File: src/mte_pkg.sv
package mte_pkg;

	// opcodes of an input transaction
	localparam logic [1:0] OP_CHAR  = 2'd0;
	localparam logic [1:0] OP_SEP   = 2'd1;
	localparam logic [1:0] OP_CLOSE = 2'd2;

	// timing unit kinds
	localparam logic [1:0] UNIT_OFF = 2'd0;
	localparam logic [1:0] UNIT_ON  = 2'd1;
	localparam logic [1:0] UNIT_END = 2'd2;

	// character codes
	localparam logic [7:0] CHAR_SPACE  = 8'h20;
	localparam logic [7:0] CHAR_PERIOD = 8'h2E;
	localparam logic [7:0] CHAR_A      = 8'h61;
	localparam logic [7:0] CHAR_Z      = 8'h7A;

	// run lengths
	localparam int RUN_W = 3;
	localparam logic [RUN_W-1:0] WORD_GAP   = 3'd7;
	localparam logic [RUN_W-1:0] LETTER_GAP = 3'd3;
	localparam logic [RUN_W-1:0] DASH_LEN   = 3'd3;
	localparam logic [RUN_W-1:0] DOT_LEN    = 3'd1;

	// cap on units per transaction
	localparam int MAX_UNITS  = 16;
	localparam int UNIT_CNT_W = $clog2(MAX_UNITS);

	localparam int LETTERS = 26;
	localparam int ROM_IDX_W = $clog2(LETTERS);

	// bits 6..4 symbol count, bit i of 3..0 is symbol i (1 dash, 0 dot)
	localparam logic [6:0] PATTERN_ROM [LETTERS] = '{
		7'h22, 7'h41, 7'h45, 7'h31, 7'h10, 7'h44, 7'h33, 7'h40, 7'h20, 7'h4E,
		7'h35, 7'h42, 7'h23, 7'h21, 7'h37, 7'h46, 7'h4B, 7'h32, 7'h30, 7'h11,
		7'h34, 7'h48, 7'h36, 7'h49, 7'h4D, 7'h43
	};

	// control of the shared run-length counter
	typedef struct packed {
		logic             load;
		logic             dec;
		logic [RUN_W-1:0] value;
	} cnt_ctrl_t;

endpackage

File: src/mte_if.sv
interface mte_text_if;
	logic       valid;
	logic       ready;
	logic [1:0] opcode;
	logic [7:0] char_code;
	logic       last_of_arg;

	modport source (output valid, output opcode, output char_code, output last_of_arg,
		input ready);
	modport sink (input valid, input opcode, input char_code, input last_of_arg,
		output ready);
endinterface

interface mte_unit_if;
	logic       valid;
	logic       ready;
	logic [1:0] unit_kind;
	logic       last;

	modport source (output valid, output unit_kind, output last, input ready);
	modport sink (input valid, input unit_kind, input last, output ready);
endinterface

File: src/mte_run_cnt.sv
module mte_run_cnt (
	input  logic                          clk,
	input  logic                          arst_n,
	input  mte_pkg::cnt_ctrl_t            ctrl,
	output logic [mte_pkg::RUN_W-1:0]     count,
	output logic                          at_one
);

	logic [mte_pkg::RUN_W-1:0] count_q;

	always_ff @(posedge clk or negedge arst_n) begin
		if (!arst_n) begin
			count_q <= '0;
		end else if (ctrl.load) begin
			count_q <= ctrl.value;
		end else if (ctrl.dec && count_q != '0) begin
			count_q <= count_q - 1'b1;
		end
	end

	assign count  = count_q;
	assign at_one = (count_q == mte_pkg::RUN_W'(1));

endmodule

File: src/morse_text_encoder_unit.sv
// Channel   Dir  Handshake     Payload
// text      in   valid/ready   opcode[1:0], char_code[7:0], last_of_arg
// units     out  valid/ready   unit_kind[1:0], last
//
// One timing unit leaves per cycle while the output register is free; a
// transaction carries at most 16 units, the cap set by MAX_UNITS.
// The shared run-length counter paces every on run and off gap in turn.
// text.ready is high only while the sequencer is idle.
// Reset (arst_n low) clears the sequencer, the end and mute flags and the
// output valid bit. A stall on units holds the sequencer in place.
module morse_text_encoder_unit (
	input  logic            clk,
	input  logic            arst_n,
	mte_text_if.sink        text,
	mte_unit_if.source      units
);

	typedef enum logic [4:0] {
		ST_IDLE = 5'b00001,
		ST_ON   = 5'b00010,
		ST_SEP  = 5'b00100,
		ST_GAP  = 5'b01000,
		ST_ENDM = 5'b10000
	} state_t;

	state_t                           state_q, state_d;
	logic [2:0]                       sym_rem_q;
	logic [3:0]                       pat_q;
	logic [mte_pkg::RUN_W-1:0]        gap_q;
	logic                             end_q;
	logic                             ended_q, skip_q;
	logic [mte_pkg::UNIT_CNT_W-1:0]   ucnt_q;
	logic                             out_valid_q, out_last_q;
	logic [1:0]                       out_kind_q;

	// decode of the incoming transaction
	logic                             accept;
	logic                             is_letter;
	logic [7:0]                       char_off;
	logic [mte_pkg::ROM_IDX_W-1:0]    rom_idx;
	logic [6:0]                       rom_word;
	logic [2:0]                       p_len;
	logic [3:0]                       p_pat;
	logic [mte_pkg::RUN_W-1:0]        p_gap;
	logic                             p_end;
	logic                             ended_d, skip_d;

	// emission
	logic                             fire;
	logic                             more_sym;
	logic                             nat_last, unit_last;
	logic [1:0]                       unit_kind;

	mte_pkg::cnt_ctrl_t               cnt_ctrl;
	logic [mte_pkg::RUN_W-1:0]        run_cnt;
	logic                             run_at_one;

	mte_run_cnt u_run_cnt (
		.clk    (clk),
		.arst_n (arst_n),
		.ctrl   (cnt_ctrl),
		.count  (run_cnt),
		.at_one (run_at_one)
	);

	assign text.ready = (state_q == ST_IDLE);
	assign accept     = text.valid && text.ready;

	// Look up the letter pattern; non-letters read entry zero and are ignored.
	assign char_off  = text.char_code - mte_pkg::CHAR_A;
	assign is_letter = (text.char_code >= mte_pkg::CHAR_A) &&
		(text.char_code <= mte_pkg::CHAR_Z);
	assign rom_idx   = is_letter ? char_off[mte_pkg::ROM_IDX_W-1:0] : '0;
	assign rom_word  = mte_pkg::PATTERN_ROM[rom_idx];

	// Plan the transaction: symbols, then an off gap, then an end mark.
	always_comb begin
		p_len   = '0;
		p_pat   = '0;
		p_gap   = '0;
		p_end   = 1'b0;
		ended_d = ended_q;
		skip_d  = skip_q;
		case (text.opcode)
			mte_pkg::OP_CHAR: begin
				if (!skip_q) begin
					if (text.char_code == mte_pkg::CHAR_SPACE) begin
						p_gap = mte_pkg::WORD_GAP;
					end else if (text.char_code == mte_pkg::CHAR_PERIOD) begin
						// send the end mark only once, then mute the argument
						p_end   = !ended_q;
						ended_d = 1'b1;
						skip_d  = 1'b1;
					end else begin
						if (is_letter) begin
							p_len = rom_word[6:4];
							p_pat = rom_word[3:0];
						end
						if (!text.last_of_arg) begin
							p_gap = mte_pkg::LETTER_GAP;
						end
					end
				end
			end
			mte_pkg::OP_SEP: begin
				skip_d = 1'b0;
				p_gap  = mte_pkg::WORD_GAP;
			end
			mte_pkg::OP_CLOSE: begin
				skip_d = 1'b0;
				if (!ended_q) begin
					p_gap   = mte_pkg::WORD_GAP;
					p_end   = 1'b1;
					ended_d = 1'b1;
				end
			end
			default: begin
				// unused opcode: drop it with no effect
			end
		endcase
	end

	// While busy, emit a unit whenever the output register is free or being drained.
	assign fire     = (state_q != ST_IDLE) && (!out_valid_q || units.ready);
	assign more_sym = (sym_rem_q > 3'd1);

	always_comb begin
		unit_kind = mte_pkg::UNIT_OFF;
		nat_last  = 1'b0;
		unique case (state_q)
			ST_ON: begin
				unit_kind = mte_pkg::UNIT_ON;
				nat_last  = run_at_one && !more_sym && (gap_q == '0) && !end_q;
			end
			ST_SEP: begin
				nat_last = 1'b0;
			end
			ST_GAP: begin
				nat_last = run_at_one && !end_q;
			end
			ST_ENDM: begin
				unit_kind = mte_pkg::UNIT_END;
				nat_last  = 1'b1;
			end
			default: begin
				nat_last = 1'b0;
			end
		endcase
	end

	// Close the transaction early if the unit cap is reached.
	assign unit_last = nat_last ||
		(ucnt_q == mte_pkg::UNIT_CNT_W'(mte_pkg::MAX_UNITS - 1));

	// Sequencer: pick the next phase and drive the shared counter.
	always_comb begin
		state_d        = state_q;
		cnt_ctrl.load  = 1'b0;
		cnt_ctrl.dec   = 1'b0;
		cnt_ctrl.value = '0;
		if (accept) begin
			if (p_len != '0) begin
				state_d        = ST_ON;
				cnt_ctrl.load  = 1'b1;
				cnt_ctrl.value = p_pat[0] ? mte_pkg::DASH_LEN : mte_pkg::DOT_LEN;
			end else if (p_gap != '0) begin
				state_d        = ST_GAP;
				cnt_ctrl.load  = 1'b1;
				cnt_ctrl.value = p_gap;
			end else if (p_end) begin
				state_d = ST_ENDM;
			end
		end else if (fire) begin
			if (unit_last) begin
				state_d = ST_IDLE;
			end else begin
				unique case (state_q)
					ST_ON: begin
						if (!run_at_one) begin
							cnt_ctrl.dec = 1'b1;
						end else if (more_sym) begin
							state_d = ST_SEP;
						end else if (gap_q != '0) begin
							state_d        = ST_GAP;
							cnt_ctrl.load  = 1'b1;
							cnt_ctrl.value = gap_q;
						end else begin
							state_d = ST_ENDM;
						end
					end
					ST_SEP: begin
						// pattern already shifted to the next symbol
						state_d        = ST_ON;
						cnt_ctrl.load  = 1'b1;
						cnt_ctrl.value = pat_q[0] ? mte_pkg::DASH_LEN : mte_pkg::DOT_LEN;
					end
					ST_GAP: begin
						if (!run_at_one) begin
							cnt_ctrl.dec = 1'b1;
						end else begin
							state_d = ST_ENDM;
						end
					end
					default: begin
						state_d = ST_IDLE;
					end
				endcase
			end
		end
	end

	always_ff @(posedge clk or negedge arst_n) begin
		if (!arst_n) begin
			state_q   <= ST_IDLE;
			sym_rem_q <= '0;
			pat_q     <= '0;
			gap_q     <= '0;
			end_q     <= 1'b0;
			ended_q   <= 1'b0;
			skip_q    <= 1'b0;
			ucnt_q    <= '0;
		end else begin
			state_q <= state_d;
			if (accept) begin
				sym_rem_q <= p_len;
				pat_q     <= p_pat;
				gap_q     <= p_gap;
				end_q     <= p_end;
				ended_q   <= ended_d;
				skip_q    <= skip_d;
				ucnt_q    <= '0;
			end else if (fire) begin
				ucnt_q <= ucnt_q + 1'b1;
				// advance to the next symbol at the end of an on run
				if (state_q == ST_ON && run_at_one && more_sym) begin
					sym_rem_q <= sym_rem_q - 3'd1;
					pat_q     <= {1'b0, pat_q[3:1]};
				end
			end
		end
	end

	// Output register: hold the unit until the sink takes it.
	always_ff @(posedge clk or negedge arst_n) begin
		if (!arst_n) begin
			out_valid_q <= 1'b0;
		end else if (fire) begin
			out_valid_q <= 1'b1;
		end else if (units.ready) begin
			out_valid_q <= 1'b0;
		end
	end

	always_ff @(posedge clk) begin
		if (fire) begin
			out_kind_q <= unit_kind;
			out_last_q <= unit_last;
		end
	end

	assign units.valid     = out_valid_q;
	assign units.unit_kind = out_kind_q;
	assign units.last      = out_last_q;

`ifndef SYNTH
	a_close_sets_ended: assert property (@(posedge clk) disable iff (!arst_n)
		(accept && text.opcode == mte_pkg::OP_CLOSE) |=> ended_q)
		else $error("close transaction did not set the ended flag");

	a_end_is_last: assert property (@(posedge clk) disable iff (!arst_n)
		(units.valid && units.unit_kind == mte_pkg::UNIT_END) |-> units.last)
		else $error("end mark not flagged as last unit");

	a_on_run_nonzero: assert property (@(posedge clk) disable iff (!arst_n)
		(fire && (state_q == ST_ON || state_q == ST_GAP)) |-> (run_cnt != '0))
		else $error("run counter empty while emitting a run");

	a_busy_blocks_text: assert property (@(posedge clk) disable iff (!arst_n)
		(fire && !unit_last) |=> !text.ready)
		else $error("input accepted before transaction finished");
`endif

endmodule

File: src/flat_wrapper.sv
// flat-port wrapper written by rule: the top's interface ports become plain ports
module morse_text_encoder_unit_flat 
  (clk, arst_n, text_valid, text_opcode, text_char_code, text_last_of_arg, text_ready, units_valid, units_unit_kind, units_last, units_ready);
  mte_text_if text_i ();
  mte_unit_if units_i ();
  input  logic clk;
  input  logic arst_n;
  input wire logic [$bits(text_i.valid)-1:0] text_valid;
  input wire logic [$bits(text_i.opcode)-1:0] text_opcode;
  input wire logic [$bits(text_i.char_code)-1:0] text_char_code;
  input wire logic [$bits(text_i.last_of_arg)-1:0] text_last_of_arg;
  output wire logic [$bits(text_i.ready)-1:0] text_ready;
  output wire logic [$bits(units_i.valid)-1:0] units_valid;
  output wire logic [$bits(units_i.unit_kind)-1:0] units_unit_kind;
  output wire logic [$bits(units_i.last)-1:0] units_last;
  input wire logic [$bits(units_i.ready)-1:0] units_ready;
  assign text_i.valid = text_valid;
  assign text_i.opcode = text_opcode;
  assign text_i.char_code = text_char_code;
  assign text_i.last_of_arg = text_last_of_arg;
  assign text_ready = text_i.ready;
  assign units_valid = units_i.valid;
  assign units_unit_kind = units_i.unit_kind;
  assign units_last = units_i.last;
  assign units_i.ready = units_ready;
  morse_text_encoder_unit u_core (.clk(clk), .arst_n(arst_n), .text(text_i), .units(units_i));
endmodule
File: config.mk
export PLATFORM = sky130hd
export DESIGN_NAME = morse_text_encoder_unit_flat
export DESIGN_NICKNAME = d
export VERILOG_FILES = /design/src/mte_pkg.sv /design/src/mte_if.sv /design/src/mte_run_cnt.sv /design/src/morse_text_encoder_unit.sv /design/src/flat_wrapper.sv
export SDC_FILE = /design/constraint.sdc
export NUM_CORES = 1
export LEC_CHECK = 0
export BUFFER_PORTS_ARGS = -buffer_cell sky130_fd_sc_hd__buf_2
export CAP_MARGIN = 10
export CORE_MARGIN = 8
export CORE_UTILIZATION = 50
export CTS_BUF_LIST = sky130_fd_sc_hd__clkbuf_16
export DETAILED_ROUTE_END_ITERATION = 8
export GPL_TIMING_DRIVEN = 1
export PLACE_DENSITY = 0.72
export SYNTH_ARGS = -nofsm -noshare
export SYNTH_HDL_FRONTEND = slang
export SYNTH_SLANG_ARGS = --single-unit
File: constraint.sdc
create_clock -name clk -period 2.38 [get_ports clk]
set_input_delay 0 -clock clk [delete_from_list [all_inputs] [get_ports clk]]
set_output_delay 0 -clock clk [all_outputs]
set_load 0.005 [all_outputs]
======== Word-level counts from Yosys, hierarchy flattened ========
Memory sizes are Yosys's and may differ from the RTL's.
Cells that the tools add are included.
Widths: inputs -> output; s select.
storage, ports and cells
  flip-flop bits (word level) ............. 29
  memories ................................ 1
  bits in read-only memories .............. 224
  output and inout port bits .............. 5
memories
  name              depth  bits a word  rd ports  clocked after memory_dff  wr ports  RTL line                       source
  (name not given)  32     7            1         0                         0         morse_text_encoder_unit.sv:74  assign rom_word = mte_pkg::PATTERN_ROM[rom_idx];
cells by class
  mux-type cells .......................... 78
  bitwise operators ....................... 1
  reduce and logical (&&, ||, !) cells .... 34
  $add $sub $neg .......................... 4
  $lt $le $gt $ge ......................... 4
  equality and inequality tests ........... 18
operators with widths
  cell                 number
  $mux 5               13
  $mux 3               20
  $mux 4               10
  $mux 1               21
  $eq 8x6->1 const B   2
  $pmux 5 s3           1
  $mux 7               2
  $reduce_bool 2->1    6
  $reduce_bool 3->1    4
  $logic_and 1x1->1    10
  $pmux 3 s3           1
  $ge 8x7->1 const B   1
  $le 8x7->1 const B   1
  $ne 4x1->1 const B   2
  $pmux 1 s2           4
  $ge 6x6->1 const B   1
  $mux 2               3
  $not 5->6            1
  $pmux 3 s2           1
  $sub 3x1->3 const B  2
  $eq 5x1->1 const B   1
  $eq 5x2->1 const B   1
  $eq 5x3->1 const B   1
  $eq 5x4->1 const B   1
  other kinds (22)     29

======== Logic depth before layout (Yosys ltp) ========
  word-level depth ........................ 16
  depth in mapped cells ................... 17

======== Cells and area by module ========
Synthesis repeated with hierarchy kept, for this count alone.
unflattened totals
  cells, all modules ...................... 335
  area total of the unflattened synthesis .. 2750.1 um^2
modules (own cells, without submodules)
  module                   instances  sequential area each (um^2)  area an instance (um^2)  cells each
  morse_text_encoder_unit  1          641.9                        2528.7                   311
  mte_run_cnt              1          75.1                         221.5                    24

======== Worst setup path before layout ========
Ideal clock, no wire load.
  path type ............................... input port to flip-flop
  from .................................... in text_char_code[1]
  to ...................................... reg u_core.state_q[1]
  cell stages on the path ................. 16
  required time ........................... 2.255 ns
  arrival time ............................ 3.241 ns
  setup time .............................. 0.125 ns
  path buffers ............................ 2
  path slack .............................. -0.986 ns
  cells stage by stage .................... buf_2 > inv_1 > ha_1 > nand2b_1 > o41a_1 > nand2_1 > nor2_1 > ha_1 > buf_2 > a211oi_1 > o31a_1 > o31ai_1 > o211ai_1 > o31ai_4 > a32oi_4 > mux2_4
between the ends
  cells in the longest elaborated chain, start to end .. 15
  elaborated cells between the ends (all ways) .. 31
  classes of those cells .................. 1 x add/sub; 2 x order compare; 3 x eq/ne; 19 x mux; 1 x bitwise; 4 x reduce/logical; 1 x memory
ends and longest elaborated chain
  item                                                                RTL line                                                      source
  start: declaration                                                  flat_wrapper.sv:10                                            input wire logic [$bits(text_i.char_code)-1:0] text_char_code;
  $ge 8x7->1 / $le 8x7->1 (equally long branches)                     morse_text_encoder_unit.sv:71, morse_text_encoder_unit.sv:72
  $logic_and 1x1->1                                                   morse_text_encoder_unit.sv:71                                 assign is_letter = (text.char_code >= mte_pkg::CHAR_A) &&
  $mux 5                                                              morse_text_encoder_unit.sv:73                                 assign rom_idx = is_letter ? char_off[mte_pkg::ROM_IDX_W-1:0] : '0;
  $not 5->6 (implied by the code)                                     morse_text_encoder_unit.sv:74
  $mem_v2 32x7                                                        -
  $mux 7 (implied by the code) (2 in series)                          morse_text_encoder_unit.sv:74
  $mux 3                                                              morse_text_encoder_unit.sv:95                                 if (is_letter) begin
  $mux 3                                                              morse_text_encoder_unit.sv:89                                 end else if (text.char_code == mte_pkg::CHAR_PERIOD) begin
  $mux 3                                                              morse_text_encoder_unit.sv:87                                 if (text.char_code == mte_pkg::CHAR_SPACE) begin
  $mux 3                                                              morse_text_encoder_unit.sv:86                                 if (!skip_q) begin
  $mux 3                                                              morse_text_encoder_unit.sv:84                                 case (text.opcode)
  $reduce_bool 3->1                                                   morse_text_encoder_unit.sv:162                                if (p_len != '0) begin
  $ne 4x4->1 (no source line) / $mux 5 (equally long branches)        -
  $reduce_and 4->1 (no source line) / $mux 5 (equally long branches)  -
  end signal: assignment                                              morse_text_encoder_unit.sv:223                                state_q <= state_d;
  end: declaration                                                    morse_text_encoder_unit.sv:26                                 state_t state_q, state_d;
Several ways; a longest one is shown, not always the timed one. The select of a mux whose other input is x is not followed.
A chain may end at the register's enable or synchronous reset.

======== Worst setup path in the final report ========
  from .................................... in text_char_code[0]
  to ...................................... reg u_core.state_q[1]
The elaborated chain is that of the path after synthesis.

==> qor.csv <==
metric,value,unit
pre-CTS WS,-0.7818,ns
Peak Freq,336.0,MHz
most numerous cell in the Yosys netlist,nor2_1,
GR Overflow Total,0,
Via Count,2790,
ys async rst share,89.29,%
total wire length,8.405,mm
part of the power in the clock network,20.6,%
count of cell types in the netlist,63,
RSZ-0062 raised after global routing,yes,
synthesized cell area,2569,um2
GRT Overall Usage,21.25,%
post-synthesis sequential area ratio,27.91,%
TritonRoute pass-1 iters,4,
Ports,20,
DR vias/cell,5.962,
Psw,0.8834,mW
Sw Ratio,36.65,%
number of synthesized flops with an enable pin,3,
violated checks,setup timing,
clock sinks,28,
drt drc,0,
Main synth FF type,dfrtp_1,
Layout Skew,0.004079,ns
"Reg clk slew, reported paths",0.07,ns
final hold vios,0,
Tmin final,2.976,ns
largest net degree at the start of global routing,26,
Setup crit start kind,input pin,
antenna cells,0,
Internal Power,1.527,mW
number of cell rows,26,
largest fanout on the critical path,5,
Die Span Y,87.68,um
actual slew at the worst max-slew pin,0.5816,ns
kind of critical path,in -> reg,
first-pass GRT wire length,12.87,mm
number of global-route vias before repair,2786,
die extent in x,87.68,um
number of routed nets with antenna violations,0,
nets@finish,434,
initial core utilization,50.94,%
Core Region,5042,um2
Comb pwr share,50.0,%
gp weighted congestion,0.9604,
worst setup margin,-0.5964,ns
CP Data Arrival Time,3.12,ns
DP HPWL,5.599,mm
share of layout cells above drive strength 1,36.93,%
I/O Buffers,19,
Final setup viols,9,
Commonest cells post-synth,"nor2_1, a21oi_1, dfrtp_1, nand2_1, inv_1",
DIE AREA,7687,um2
Worst Path Required,2.53,ns
initial antenna violation count,0,
status,"finished, violations left",
DR WL/cell,17.96,um
Num CTS Buffers,3,
top cell type's share of synthesized area,23.38,%
initial detailed-routing violation count,150,
Worst slew margin,60.95,%
CTS tree,built,
peak supply drop,0.0003394,V
ranking of synthesized cells by area,"dfrtp_1, ha_1, nor2_1, a21oi_1, edfxtp_1",
design area,3620,um2
"Cell Area, Placed",3214,um2
syn nets,346,
Pwr per Cell Area,665.9,nW/um2
H-tree Lvls,1,
Ys Warns,0,
max-cap violations,0,
Root Buffer,clkbuf_16,
Syn Inst Count,311,
Clock Tree Buf Depth,2,
largest area contributor in the netlist,dfrtp_1,
Final Cycle Share,125.1,%
"Avg Cell Area, Syn",8.260,um2
crit end category,flip-flop,
"FF+latch count, synth",28,
Area Overhead vs Synth,40.92,%
P_leak,1.639,nW
fin. max-slew vios,0,
worst skew pair latency,0.26,ns
Hold WC Path Type,in -> reg,
final core utilization,71.79,%
setup tns final,-4.352,ns
Flop pwr share,29.4,%
-- flip-flops by register name, indices dropped and copies added (netlist names), 2 cells and up --
name                    flops
u_core.units.unit_kind      2
u_core.u_run_cnt.count      3
u_core.state_q              5
u_core.pat_q                4
u_core.gap_q                2
u_core.sym_rem_q            3
u_core.ucnt_q               4
-- per-stage QoR --
stage	total power, mW	instances	hold slack [ns]
after global routing	2.557	468	0.04481
final	2.410	468	0.02568
after floorplan	1.369	311	-0.2956
after CTS	2.352	466	0.03044
after global placement	1.783	449	0.02564
after detailed placement	1.817	449	0.02905
-- path summary, 6_finish.rpt --
path / startpoint / endpoint / cells after the start / slack [ns]
max in group asynchronous: arst_n / u_core.sym_rem_q[1] / 2 / 1.74
min in group asynchronous: arst_n / u_core.ucnt_q[3] / 2 / 0.27
worst max register to register: u_core.sym_rem_q[2] / u_core.state_q[1] / 7 / -0.16
worst min register to register: u_core.ended_q / u_core.ended_q / 2 / 0.49
worst min-delay path: units_ready / u_core.units.valid / 3 / 0.03
worst max-delay path: text_char_code[0] / u_core.state_q[1] / 16 / -0.60
-- layout make-up --
class | count | area (um2)
clock inverter | 1 | 30.03
sequential | 28 | 716.9
timing repair buffer | 97 | 718.2
fill | 357 | 1423
inverter | 21 | 92.59
multi-input combinational | 248 | 1899
clock buffer | 3 | 75.07
tap | 70 | 87.58
-- critical path: stages --
cell,delay (ns)
buf_8,0.08
clkinvlp_4,0.13
ha_2,0.23
nand2b_1,0.17
a21o_1,0.21
and2_4,0.16
nand2_4,0.09
ha_4,0.23
buf_6,0.12
nor4b_2,0.30
o31ai_2,0.12
o211ai_1,0.26
buf_4,0.19
o31ai_4,0.09
a32oi_4,0.40
mux2_4,0.34
-- power by group through the flow --
stage	Clock, mW	Combinational (mW)	Sequential, mW
floorplan	0	0.652	0.718
global placement	0	1.07	0.713
detailed placement	0	1.10	0.718
CTS	0.502	1.14	0.710
global route	0.525	1.30	0.727
finish	0.496	1.21	0.709
-- cells in the final DEF (no fill, tap or decap), drive strengths merged, types with 2 or more instances in the layout --
| cell | Yosys | routed |
|---|---|---|
| o221a | 2 | 2 |
| a21oi | 25 | 25 |
| nand2 | 23 | 23 |
| nor4b | 3 | 3 |
| nor2b | 2 | 2 |
| o31ai | 3 | 3 |
| a211oi | 7 | 7 |
| o22ai | 5 | 5 |
| or2 | 2 | 2 |
| and2 | 3 | 3 |
| nor3 | 9 | 9 |
| a211o | 4 | 4 |
| buf | 6 | 96 |
| or3 | 2 | 2 |
| a21o | 6 | 6 |
| nor2 | 41 | 41 |
| dfrtp | 24 | 24 |
| clkbuf | 8 | 3 |
| inv | 21 | 20 |
| mux2 | 4 | 4 |
| o21ai | 17 | 17 |
| o2111a | 2 | 2 |
| a31oi | 2 | 2 |
| nand2b | 10 | 10 |
| o211ai | 5 | 5 |
| nand4 | 3 | 3 |
| or3b | 2 | 2 |
| xnor2 | 5 | 5 |
| edfxtp | 3 | 3 |
| o311ai | 2 | 2 |
| xor2 | 5 | 5 |
| mux2i | 7 | 7 |
| nand3 | 9 | 9 |
| ha | 20 | 20 |
-- cells by family after synthesis --
group | after synthesis | share of synthesized area [%]
XOR/XNOR | 10 | 3.702
flip-flops | 28 | 27.91
multiplexers | 11 | 4.920
adder cells (fa/ha/maj) | 20 | 9.742
buffers and inverters | 35 | 5.650
AND/OR/NAND/NOR | 116 | 22.75
AO/OA/AOI/OAI | 91 | 25.33
-- routing by layer --
| metal | up-vias | routed length (um) | GRT usage, % |
|---|---|---|---|
| met5 | - | 0 | 0 |
| met4 | 0 | 478 | 14.22 |
| met3 | 49 | 400 | 2.439 |
| met2 | 127 | 4346 | 37.26 |
| met1 | 1316 | 3180 | 23.67 |
| li1 | 1298 | - | - |
-- what timing repair did --
action,CTS,global route
pin swaps,14,17
gates resized for setup,22,24
setup endpoints to repair,10,10
setup buffers,12,5
hold buffers,1,0
hold endpoints to repair,24,0
No activity file was read; power rests on OpenSTA's default activity.
